**config.mk**
```make
export PLATFORM = sky130hd
export DESIGN_NAME = pulse_train_generator_auto_trigger_unit
export DESIGN_NICKNAME = d
export VERILOG_FILES = /design/src/rtl/core/ptg_pkg.sv /design/src/rtl/core/ptg_ctrl.sv /design/src/rtl/core/ptg_dpath.sv /design/src/rtl/core/pulse_train_generator_auto_trigger_unit.sv
export SDC_FILE = /design/constraint.sdc
export NUM_CORES = 1
export LEC_CHECK = 0
export BUFFER_PORTS_ARGS = -buffer_cell sky130_fd_sc_hd__buf_2
export CORE_MARGIN = 1.5
export CORE_UTILIZATION = 50
export DETAILED_ROUTE_END_ITERATION = 10
export HOLD_SLACK_MARGIN = 0.1
export PLACE_DENSITY = 0.68
export REMOVE_ABC_BUFFERS = 1
export SYNTH_ARGS = -nofsm -noshare
export SYNTH_HDL_FRONTEND = slang
export SYNTH_SLANG_ARGS = --single-unit
```
**constraint.sdc**
```tcl
create_clock -name clk -period 13.4 [get_ports clk]
set_clock_uncertainty 0.1 [all_clocks]
set_input_delay 1.34 -clock clk [delete_from_list [all_inputs] [get_ports clk]]
set_output_delay 1.34 -clock clk [all_outputs]
set_load 0.01 [all_outputs]
```
**src/rtl/core/ptg_pkg.sv**
```systemverilog
// Shared types and constants of the pulse train generator.
package ptg_pkg;

    // Width of the time registers in the configuration set
    localparam int unsigned REG_W = 15;

    // Width of the random word and of the divider
    localparam int unsigned RND_W = 16;

    // Configuration register indexes
    localparam logic [2:0] REG_CYCLE_LIMIT   = 3'd0;
    localparam logic [2:0] REG_ON_TIME       = 3'd1;
    localparam logic [2:0] REG_OFF_TIME      = 3'd2;
    localparam logic [2:0] REG_START_DELAY   = 3'd3;
    localparam logic [2:0] REG_AUTO_WAIT_MIN = 3'd4;
    localparam logic [2:0] REG_AUTO_WAIT_MAX = 3'd5;
    localparam logic [2:0] REG_COUPLE_ENABLE = 3'd6;

    // Configuration reset values
    localparam logic [REG_W-1:0] RST_CYCLE_LIMIT   = 15'd1;
    localparam logic [REG_W-1:0] RST_ON_TIME       = 15'd100;
    localparam logic [REG_W-1:0] RST_OFF_TIME      = 15'd100;
    localparam logic [REG_W-1:0] RST_START_DELAY   = 15'd0;
    localparam logic [REG_W-1:0] RST_AUTO_WAIT_MIN = 15'd1000;
    localparam logic [REG_W-1:0] RST_AUTO_WAIT_MAX = 15'd5000;

    // Item actions
    typedef enum logic [1:0] {
        ACT_TICK     = 2'd0,
        ACT_START    = 2'd1,
        ACT_AUTO_ON  = 2'd2,
        ACT_AUTO_OFF = 2'd3
    } ptg_action_t;

    // Commands from the controller to the datapath
    typedef struct packed {
        logic load;
        logic step;
        logic commit;
    } ptg_cmd_t;

    // Status from the datapath to the controller
    typedef struct packed {
        logic div_last;
    } ptg_sts_t;

endpackage

```
**src/rtl/core/ptg_ctrl.sv**
```systemverilog
// Controller state machine of the pulse train generator.
module ptg_ctrl
    import ptg_pkg::*;
(
    input  logic     clk,
    input  logic     rst_n,
    input  logic     in_valid,
    output logic     in_stall,
    output logic     out_valid,
    input  logic     out_stall,
    input  ptg_sts_t sts,
    output ptg_cmd_t cmd
);

    typedef enum logic [1:0] {
        ST_IDLE,
        ST_DIVIDE,
        ST_APPLY
    } state_t;

    state_t state_reg, state_next;
    logic   out_valid_reg, out_valid_next;
    logic   slot_free;

    // The output slot can take a new result when empty or being drained.
    assign slot_free = !out_valid_reg || !out_stall;

    // Next state and commands
    always_comb
    begin
        state_next     = state_reg;
        out_valid_next = out_valid_reg && out_stall;
        cmd            = '0;
        case (state_reg)
            ST_IDLE:
            begin
                if (in_valid)
                begin
                    cmd.load   = 1'b1;
                    state_next = ST_DIVIDE;
                end
            end
            ST_DIVIDE:
            begin
                cmd.step = 1'b1;
                if (sts.div_last)
                begin
                    state_next = ST_APPLY;
                end
            end
            ST_APPLY:
            begin
                if (slot_free)
                begin
                    cmd.commit     = 1'b1;
                    out_valid_next = 1'b1;
                    state_next     = ST_IDLE;
                end
            end
            default:
            begin
                state_next = ST_IDLE;
            end
        endcase
    end

    // State and registered outputs
    always_ff @(posedge clk or negedge rst_n)
    begin
        if (!rst_n)
        begin
            state_reg     <= ST_IDLE;
            out_valid_reg <= 1'b0;
        end
        else
        begin
            state_reg     <= state_next;
            out_valid_reg <= out_valid_next;
        end
    end

    assign in_stall  = (state_reg != ST_IDLE);
    assign out_valid = out_valid_reg;

endmodule

```
**src/rtl/core/ptg_dpath.sv**
```systemverilog
// Datapath of the pulse train generator: configuration, train state,
// serial wait divider and the result register.
module ptg_dpath
    import ptg_pkg::*;
#(
    parameter int unsigned TIME_WIDTH = 16
)
(
    input  logic             clk,
    input  logic             rst_n,
    input  ptg_cmd_t         cmd,
    output ptg_sts_t         sts,
    input  logic             cfg_valid,
    input  logic [2:0]       cfg_index,
    input  logic [REG_W-1:0] cfg_data,
    input  logic [1:0]       action,
    input  logic [RND_W-1:0] random_value,
    output logic             laser_level,
    output logic             report_valid,
    output logic             report_state,
    output logic [REG_W-1:0] report_duration,
    output logic             coupled_start,
    output logic             train_active
);

    // Comparisons run at the wider of the clock and register widths.
    localparam int unsigned CMP_W = (TIME_WIDTH > REG_W) ? TIME_WIDTH : REG_W;
    localparam int unsigned CNT_W = $clog2(RND_W);

    typedef logic [TIME_WIDTH-1:0] tclk_t;

    // Configuration registers
    logic [REG_W-1:0] cycle_limit_reg, on_time_reg, off_time_reg, start_delay_reg;
    logic [REG_W-1:0] wait_min_reg, wait_max_reg;
    logic             couple_en_reg;

    // Train state
    logic             active_reg, delay_pend_reg, start_pend_reg, out_high_reg;
    logic [REG_W-1:0] cycles_done_reg;
    tclk_t            phase_clk_reg, delay_clk_reg, auto_clk_reg;
    logic             auto_en_reg;
    logic [REG_W-1:0] auto_wait_reg;

    // Latched item and divider
    ptg_action_t      action_reg;
    logic [RND_W-1:0] rnd_shift_reg;
    logic [RND_W-1:0] rem_reg, rem_next;
    logic [CNT_W-1:0] cnt_reg;

    // Next values computed on commit
    logic             active_next, delay_pend_next, start_pend_next, out_high_next;
    logic [REG_W-1:0] cycles_done_next;
    tclk_t            phase_clk_next, delay_clk_next, auto_clk_next;
    logic             auto_en_next;
    logic [REG_W-1:0] auto_wait_next;
    logic             edge_hit, edge_level, coupled;
    logic [REG_W-1:0] duration;

    logic             bounds_inverted;
    logic [RND_W-1:0] span;
    logic [RND_W:0]   rem_shifted;
    logic [REG_W-1:0] drawn_wait;
    logic             run;

    // Configuration writes; values are truncated to the register width
    always_ff @(posedge clk or negedge rst_n)
    begin
        if (!rst_n)
        begin
            cycle_limit_reg <= RST_CYCLE_LIMIT;
            on_time_reg     <= RST_ON_TIME;
            off_time_reg    <= RST_OFF_TIME;
            start_delay_reg <= RST_START_DELAY;
            wait_min_reg    <= RST_AUTO_WAIT_MIN;
            wait_max_reg    <= RST_AUTO_WAIT_MAX;
            couple_en_reg   <= 1'b0;
        end
        else if (cfg_valid)
        begin
            case (cfg_index)
                REG_CYCLE_LIMIT:   cycle_limit_reg <= cfg_data;
                REG_ON_TIME:       on_time_reg     <= cfg_data;
                REG_OFF_TIME:      off_time_reg    <= cfg_data;
                REG_START_DELAY:   start_delay_reg <= cfg_data;
                REG_AUTO_WAIT_MIN: wait_min_reg    <= cfg_data;
                REG_AUTO_WAIT_MAX: wait_max_reg    <= cfg_data;
                REG_COUPLE_ENABLE: couple_en_reg   <= cfg_data[0];
                default:           ;
            endcase
        end
    end

    // Wait span; the divider result is only used when the bounds are in order.
    assign bounds_inverted = (wait_max_reg < wait_min_reg);
    assign span = RND_W'(wait_max_reg) - RND_W'(wait_min_reg) + RND_W'(1);

    // One restoring division step per cycle: remainder of random_value by span
    assign rem_shifted = {rem_reg, rnd_shift_reg[RND_W-1]};

    always_comb
    begin
        if (rem_shifted >= {1'b0, span})
        begin
            rem_next = RND_W'(rem_shifted - {1'b0, span});
        end
        else
        begin
            rem_next = rem_shifted[RND_W-1:0];
        end
    end

    assign sts.div_last = (cnt_reg == CNT_W'(RND_W - 1));

    // The remainder is below span, so the sum stays within the maximum.
    assign drawn_wait = bounds_inverted ? wait_min_reg
                                        : wait_min_reg + rem_reg[REG_W-1:0];

    // Item latch and divider registers
    always_ff @(posedge clk)
    begin
        if (cmd.load)
        begin
            action_reg    <= ptg_action_t'(action);
            rnd_shift_reg <= random_value;
            rem_reg       <= '0;
            cnt_reg       <= '0;
        end
        else if (cmd.step)
        begin
            rnd_shift_reg <= {rnd_shift_reg[RND_W-2:0], 1'b0};
            rem_reg       <= rem_next;
            cnt_reg       <= cnt_reg + CNT_W'(1);
        end
    end

    // Item update of the train state
    always_comb
    begin
        active_next      = active_reg;
        delay_pend_next  = delay_pend_reg;
        start_pend_next  = start_pend_reg;
        out_high_next    = out_high_reg;
        cycles_done_next = cycles_done_reg;
        phase_clk_next   = phase_clk_reg;
        delay_clk_next   = delay_clk_reg;
        auto_clk_next    = auto_clk_reg;
        auto_en_next     = auto_en_reg;
        auto_wait_next   = auto_wait_reg;
        edge_hit         = 1'b0;
        edge_level       = 1'b0;
        duration         = '0;
        coupled          = 1'b0;
        run              = 1'b0;
        case (action_reg)
            ACT_START:
            begin
                coupled          = couple_en_reg;
                active_next      = 1'b1;
                start_pend_next  = 1'b1;
                cycles_done_next = '0;
                out_high_next    = 1'b0;
                phase_clk_next   = '0;
                delay_pend_next  = (start_delay_reg != '0);
                delay_clk_next   = '0;
            end
            ACT_AUTO_ON:
            begin
                auto_en_next   = 1'b1;
                auto_clk_next  = '0;
                auto_wait_next = drawn_wait;
            end
            ACT_AUTO_OFF:
            begin
                auto_en_next = 1'b0;
            end
            default:
            begin
                // Saturating clocks
                phase_clk_next = (&phase_clk_reg) ? phase_clk_reg
                                                  : phase_clk_reg + tclk_t'(1);
                delay_clk_next = (&delay_clk_reg) ? delay_clk_reg
                                                  : delay_clk_reg + tclk_t'(1);
                auto_clk_next  = (&auto_clk_reg) ? auto_clk_reg
                                                 : auto_clk_reg + tclk_t'(1);

                // Automatic restart once the wait has been exceeded
                if (auto_en_reg && (CMP_W'(auto_clk_next) > CMP_W'(auto_wait_reg)))
                begin
                    coupled          = couple_en_reg;
                    active_next      = 1'b1;
                    start_pend_next  = 1'b1;
                    cycles_done_next = '0;
                    out_high_next    = 1'b0;
                    phase_clk_next   = '0;
                    delay_pend_next  = (start_delay_reg != '0);
                    delay_clk_next   = '0;
                    auto_wait_next   = drawn_wait;
                    auto_clk_next    = '0;
                end

                // Pulse logic of an active train
                if (active_next)
                begin
                    run = 1'b1;
                    if (cycles_done_next >= cycle_limit_reg)
                    begin
                        active_next = 1'b0;
                        run         = 1'b0;
                    end
                    if (run && delay_pend_next)
                    begin
                        if (CMP_W'(delay_clk_next) < CMP_W'(start_delay_reg))
                        begin
                            run = 1'b0;
                        end
                        else
                        begin
                            delay_pend_next = 1'b0;
                        end
                    end
                    if (run)
                    begin
                        if (start_pend_next || (!out_high_next &&
                            (CMP_W'(phase_clk_next) >= CMP_W'(off_time_reg))))
                        begin
                            edge_hit        = 1'b1;
                            edge_level      = 1'b1;
                            duration        = on_time_reg;
                            out_high_next   = 1'b1;
                            start_pend_next = 1'b0;
                            phase_clk_next  = '0;
                        end
                        else if (out_high_next &&
                                 (CMP_W'(phase_clk_next) >= CMP_W'(on_time_reg)))
                        begin
                            edge_hit         = 1'b1;
                            edge_level       = 1'b0;
                            duration         = off_time_reg;
                            out_high_next    = 1'b0;
                            cycles_done_next = cycles_done_next + REG_W'(1);
                            phase_clk_next   = '0;
                        end
                    end
                end
            end
        endcase
    end

    // Train state registers
    always_ff @(posedge clk or negedge rst_n)
    begin
        if (!rst_n)
        begin
            active_reg      <= 1'b0;
            delay_pend_reg  <= 1'b0;
            start_pend_reg  <= 1'b0;
            out_high_reg    <= 1'b0;
            cycles_done_reg <= '0;
            phase_clk_reg   <= '0;
            delay_clk_reg   <= '0;
            auto_clk_reg    <= '0;
            auto_en_reg     <= 1'b0;
            auto_wait_reg   <= '0;
        end
        else if (cmd.commit)
        begin
            active_reg      <= active_next;
            delay_pend_reg  <= delay_pend_next;
            start_pend_reg  <= start_pend_next;
            out_high_reg    <= out_high_next;
            cycles_done_reg <= cycles_done_next;
            phase_clk_reg   <= phase_clk_next;
            delay_clk_reg   <= delay_clk_next;
            auto_clk_reg    <= auto_clk_next;
            auto_en_reg     <= auto_en_next;
            auto_wait_reg   <= auto_wait_next;
        end
    end

    // Result register
    always_ff @(posedge clk)
    begin
        if (cmd.commit)
        begin
            laser_level     <= out_high_next;
            report_valid    <= edge_hit;
            report_state    <= edge_level;
            report_duration <= duration;
            coupled_start   <= coupled;
            train_active    <= active_next;
        end
    end

endmodule

```
**src/rtl/core/pulse_train_generator_auto_trigger_unit.sv**
```systemverilog
// Top level of the delayed pulse train generator with automatic restart.
// Each accepted transaction is loaded, passed through the 16-step serial divider
// that draws the random wait (one remainder bit per cycle) and then applied;
// a new transaction is taken only after the result of the last one is committed.
// A stalled result holds the block in its apply step until the slot frees.
// Reset (asynchronous, active low) restores register defaults and clears state.
module pulse_train_generator_auto_trigger_unit
    import ptg_pkg::*;
#(
    parameter int unsigned TIME_WIDTH = 16
)
(
    input  logic             clk,
    input  logic             rst_n,
    input  logic             in_valid,
    output logic             in_stall,
    input  logic [1:0]       action,
    input  logic [RND_W-1:0] random_value,
    output logic             out_valid,
    input  logic             out_stall,
    output logic             laser_level,
    output logic             report_valid,
    output logic             report_state,
    output logic [REG_W-1:0] report_duration,
    output logic             coupled_start,
    output logic             train_active,
    input  logic             cfg_valid,
    output logic             cfg_ready,
    input  logic [2:0]       cfg_index,
    input  logic [REG_W-1:0] cfg_data
);

    ptg_cmd_t cmd;
    ptg_sts_t sts;

    // Configuration writes are always taken.
    assign cfg_ready = 1'b1;

    ptg_ctrl u_ctrl (
        .clk       (clk),
        .rst_n     (rst_n),
        .in_valid  (in_valid),
        .in_stall  (in_stall),
        .out_valid (out_valid),
        .out_stall (out_stall),
        .sts       (sts),
        .cmd       (cmd)
    );

    ptg_dpath #(
        .TIME_WIDTH (TIME_WIDTH)
    ) u_dpath (
        .clk             (clk),
        .rst_n           (rst_n),
        .cmd             (cmd),
        .sts             (sts),
        .cfg_valid       (cfg_valid),
        .cfg_index       (cfg_index),
        .cfg_data        (cfg_data),
        .action          (action),
        .random_value    (random_value),
        .laser_level     (laser_level),
        .report_valid    (report_valid),
        .report_state    (report_state),
        .report_duration (report_duration),
        .coupled_start   (coupled_start),
        .train_active    (train_active)
    );

endmodule

```
==> qor.json <==
{
  "status": {
    "run_status": "complete, no violations"
  },
  "global_routing": {
    "groute.layer.met1.usage_pct": 34.34,
    "groute.usage.overall_pct": 23.95,
    "globalRouteMet2Util_pct": 37.34,
    "grt_antenna_before_repair": 0,
    "globalRoute.totalOverflow": 0,
    "number_of_global_route_vias_before_repair": 11326,
    "wire_length_of_the_first_global_routing_pass_um": 59530,
    "pin_count_of_the_biggest_net_entering_global_routing": 97,
    "grt_util_met3_pct": 2.985,
    "globalRoute.busiestLayer": "met2"
  },
  "finish": {
    "final_cells": 2059,
    "layout.cell_area.non_filler_um2": 16650,
    "synthToLayoutAreaGrowth_pct": 10.34,
    "num_antenna_cells": 0,
    "layout.cells.most_common_list": "173 x sky130_fd_sc_hd__nand2_1, 159 x sky130_fd_sc_hd__dfrtp_1, 144 x sky130_fd_sc_hd__ha_1, 133 x sky130_fd_sc_hd__o21ai_0, 132 x sky130_fd_sc_hd__inv_1",
    "layout.cells.most_common": "sky130_fd_sc_hd__nand2_1",
    "layout.nets": 1842,
    "filler_cell_count_in_the_final_layout": 2660,
    "drive_above_1_share_pct": 13.66
  },
  "logic_synthesis": {
    "cell_area_after_technology_mapping_um2": 15090,
    "ys_seq_elements": 235,
    "postSynth.asyncResetShare_pct": 75.32,
    "netlist_instances": 1602,
    "ys_warn_count": 0,
    "synthDominantCellAreaShare_pct": 26.37,
    "netlist.top_cell.by_area": "sky130_fd_sc_hd__dfrtp_1",
    "edff_count_synth": 38,
    "synth-seq-area-share_pct": 39.72,
    "netlist_top_cells_area": "sky130_fd_sc_hd__dfrtp_1 26%, sky130_fd_sc_hd__ha_1 12%, sky130_fd_sc_hd__edfxtp_1 7.6%, sky130_fd_sc_hd__o21ai_0 4.4%, sky130_fd_sc_hd__nand2_1 4.3%",
    "synth.avg_cell_area_um2": 9.419,
    "synth_cell_type_count": 79,
    "synth_flop_cell": "sky130_fd_sc_hd__dfrtp_1"
  },
  "clock_tree": {
    "tritoncts_num_sinks": 235,
    "clock_tree.htree_level_count": 1,
    "cts-buffers-inserted": 27,
    "clock_tree.buffer_depth": 3,
    "cts_tree": "built",
    "clk-insertion-delay-late_ns": 0.55,
    "hold_buffers": 0,
    "post-cts-setup-buffers": 0,
    "postCtsResizedCells": 0,
    "cts-root-buf": "sky130_fd_sc_hd__clkbuf_16",
    "clock_pin_slew_on_the_worst_setup_and_hold_paths_ns": 0.06
  },
  "worst_hold_path": {
    "hold_removal_path_class": "reg -> reg"
  },
  "place": {
    "gp_congestion": 0.8786,
    "hpwlAfterDp_um": 26180,
    "dpl.cell_count": 2009,
    "dpl_cell_area_um2": 15780,
    "detailedPlace.worstSlack_ns": 5.772,
    "numPortBuffers": 62
  },
  "job": {
    "max_cap_violations": 0
  },
  "setup_path": {
    "worst_path_max_delay_cell": "sky130_fd_sc_hd__and3_1",
    "worst_setup_path_end_kind": "register",
    "cp-start-kind": "register",
    "timing.critical_path.fanout_max": 23,
    "maximum_cell_stage_delay_along_the_critical_path_ns": 0.77,
    "worst_ep_arrival_time_ns": 8.12,
    "critPathRequiredTime_ns": 13.71,
    "ff2ff_setup_slack_ns": 5.59,
    "worst-setup-path-type": "reg -> reg"
  },
  "sta": {
    "finalWorstPathRequiredPeriod_ns": 7.808,
    "fin_ws_ns": 5.592,
    "final-hold-violation-count": 0,
    "rsz0062_at_grt": "false",
    "whs_ns": 0.3663,
    "max-slew-margin-rel_pct": 24.06,
    "setup_total_negative_slack_ns": 0,
    "max_slew.worst_pin.slew_ns": 1.133,
    "finalSetupViolations": 0,
    "max_freq_ghz": 0.1281,
    "timing.final.crit_share_pct": 58.27,
    "slew_viol_final": 0
  },
  "routing": {
    "detailed_route_drc_error_count": 0,
    "postRouteWirelength_um": 36720,
    "dr_total_vias": 11802,
    "initialDrtViolationCount": 936,
    "route.detailed.wl_per_inst_um": 17.83,
    "detail_route.vias_per_cell": 5.732,
    "drt.antenna.violating_nets": 0,
    "drt_pre_antenna_iters": 5
  },
  "floorplanning": {
    "boundaryPins": 64,
    "starting_density_of_the_core_pct": 50.91,
    "floorplan.rows": 63,
    "dieArea_um2": 31230,
    "die_y_um": 176.7,
    "die_width_um": 176.7,
    "core_um2": 29640
  },
  "power_and_ir_drop": {
    "power_per_cell_area_nw_per_um2": 193.2,
    "worst_ir_drop_vdd_uv": 191.1,
    "power.leakage_nw": 7.612
  }
}
-- synthesized netlist by cell type, types with 20 or more instances --
cell type                  instances
sky130_fd_sc_hd__dfrtp_1         159
sky130_fd_sc_hd__a21o_1           22
sky130_fd_sc_hd__clkbuf_1         48
sky130_fd_sc_hd__nand3_1          31
sky130_fd_sc_hd__nand2_1         173
sky130_fd_sc_hd__inv_1           132
sky130_fd_sc_hd__xor2_1           33
sky130_fd_sc_hd__dfxtp_1          20
sky130_fd_sc_hd__a21oi_1          79
sky130_fd_sc_hd__edfxtp_1         38
sky130_fd_sc_hd__xnor2_1          36
sky130_fd_sc_hd__ha_1            144
sky130_fd_sc_hd__mux2i_1          20
sky130_fd_sc_hd__mux2_2           52
sky130_fd_sc_hd__o21ai_0         133
sky130_fd_sc_hd__nor3_1           31
sky130_fd_sc_hd__nand4_1          32
sky130_fd_sc_hd__a22o_1           54
sky130_fd_sc_hd__nor2_1           99
-- final cells by class --
cell class,instances,area [um^2],share of cell area (%)
Timing Repair Buffer,76,421.7,2.533
Inverter,132,495.5,2.976
Tap cell,390,488.0,2.931
Sequential cell,235,5993,36.00
Clock buffer,34,752.0,4.516
Multi-Input combinational cell,1176,8381,50.33
Clock inverter,16,118.9,0.7139
-- worst max-delay path, delay by kind of cell (launching register included) --
kind,cells,cell delay [ns]
xor gates and xnor gates,1,0.16
DFF,1,0.41
AOI/OAI and AO/OA,12,2.40
buffers and inverters,1,0.19
and+or+nand+nor,11,3.62
adders and majority gates,3,0.79
-- stage by stage --
stage / util, % / total power (W)
after floorplan: - / 0.002156
after global placement: 53.24 / 0.002456
after detailed placement: 53.24 / 0.002494
after CTS: 56.18 / 0.003228
after global routing: 56.18 / 0.003475
final: 56.18 / 0.003217
-- cell families (layout without fill, tap and decap cells) --
kind of cell             Yosys count  in the layout  synth area share, %
buffers and inverters            191            258                5.008
AND/OR/NAND/NOR                  494            494                16.32
flip-flops                       235            235                39.72
multiplexers                      72             72                5.207
adder cells (fa/ha/maj)          153            153                13.13
other                              1              1              0.02485
XOR/XNOR                          69             69                4.005
AO/OA/AOI/OAI                    387            387                16.58
-- layer usage --
| layer | share of wire [%] | wire length (um) | vias up |
|---|---|---|---|
| li1 | - | - | 5805 |
| met3 | 4.8 | 1771 | 67 |
| met1 | 48 | 17510 | 5651 |
| met4 | 3.4 | 1231 | 0 |
| met5 | 0 | 0 | - |
| met2 | 44 | 16210 | 279 |
-- final timing paths --
check | start | to | depth (start not counted)
min in group asynchronous | rst_n | u_dpath.wait_min_reg[1] | 1
max | u_dpath.auto_clk_reg[0] | u_dpath.report_duration[12] | 28
min | u_dpath.rem_reg[15] | u_dpath.rem_reg[15] | 2
max reg2reg | u_dpath.auto_clk_reg[0] | u_dpath.report_duration[12] | 28
min reg2reg | u_dpath.rem_reg[15] | u_dpath.rem_reg[15] | 2
max in group asynchronous | rst_n | u_dpath.wait_max_reg[5] | 2
-- where the power goes --
part | leakage, nW | internal (W) | switching, W | total [W]
clock network | 0.433 | 0.000416 | 0.000303 | 0.000720
logic | 4.41 | 0.000666 | 0.000823 | 0.00149
registers | 2.77 | 0.000896 | 0.000112 | 0.00101
Power figures use the tool's default switching activity.
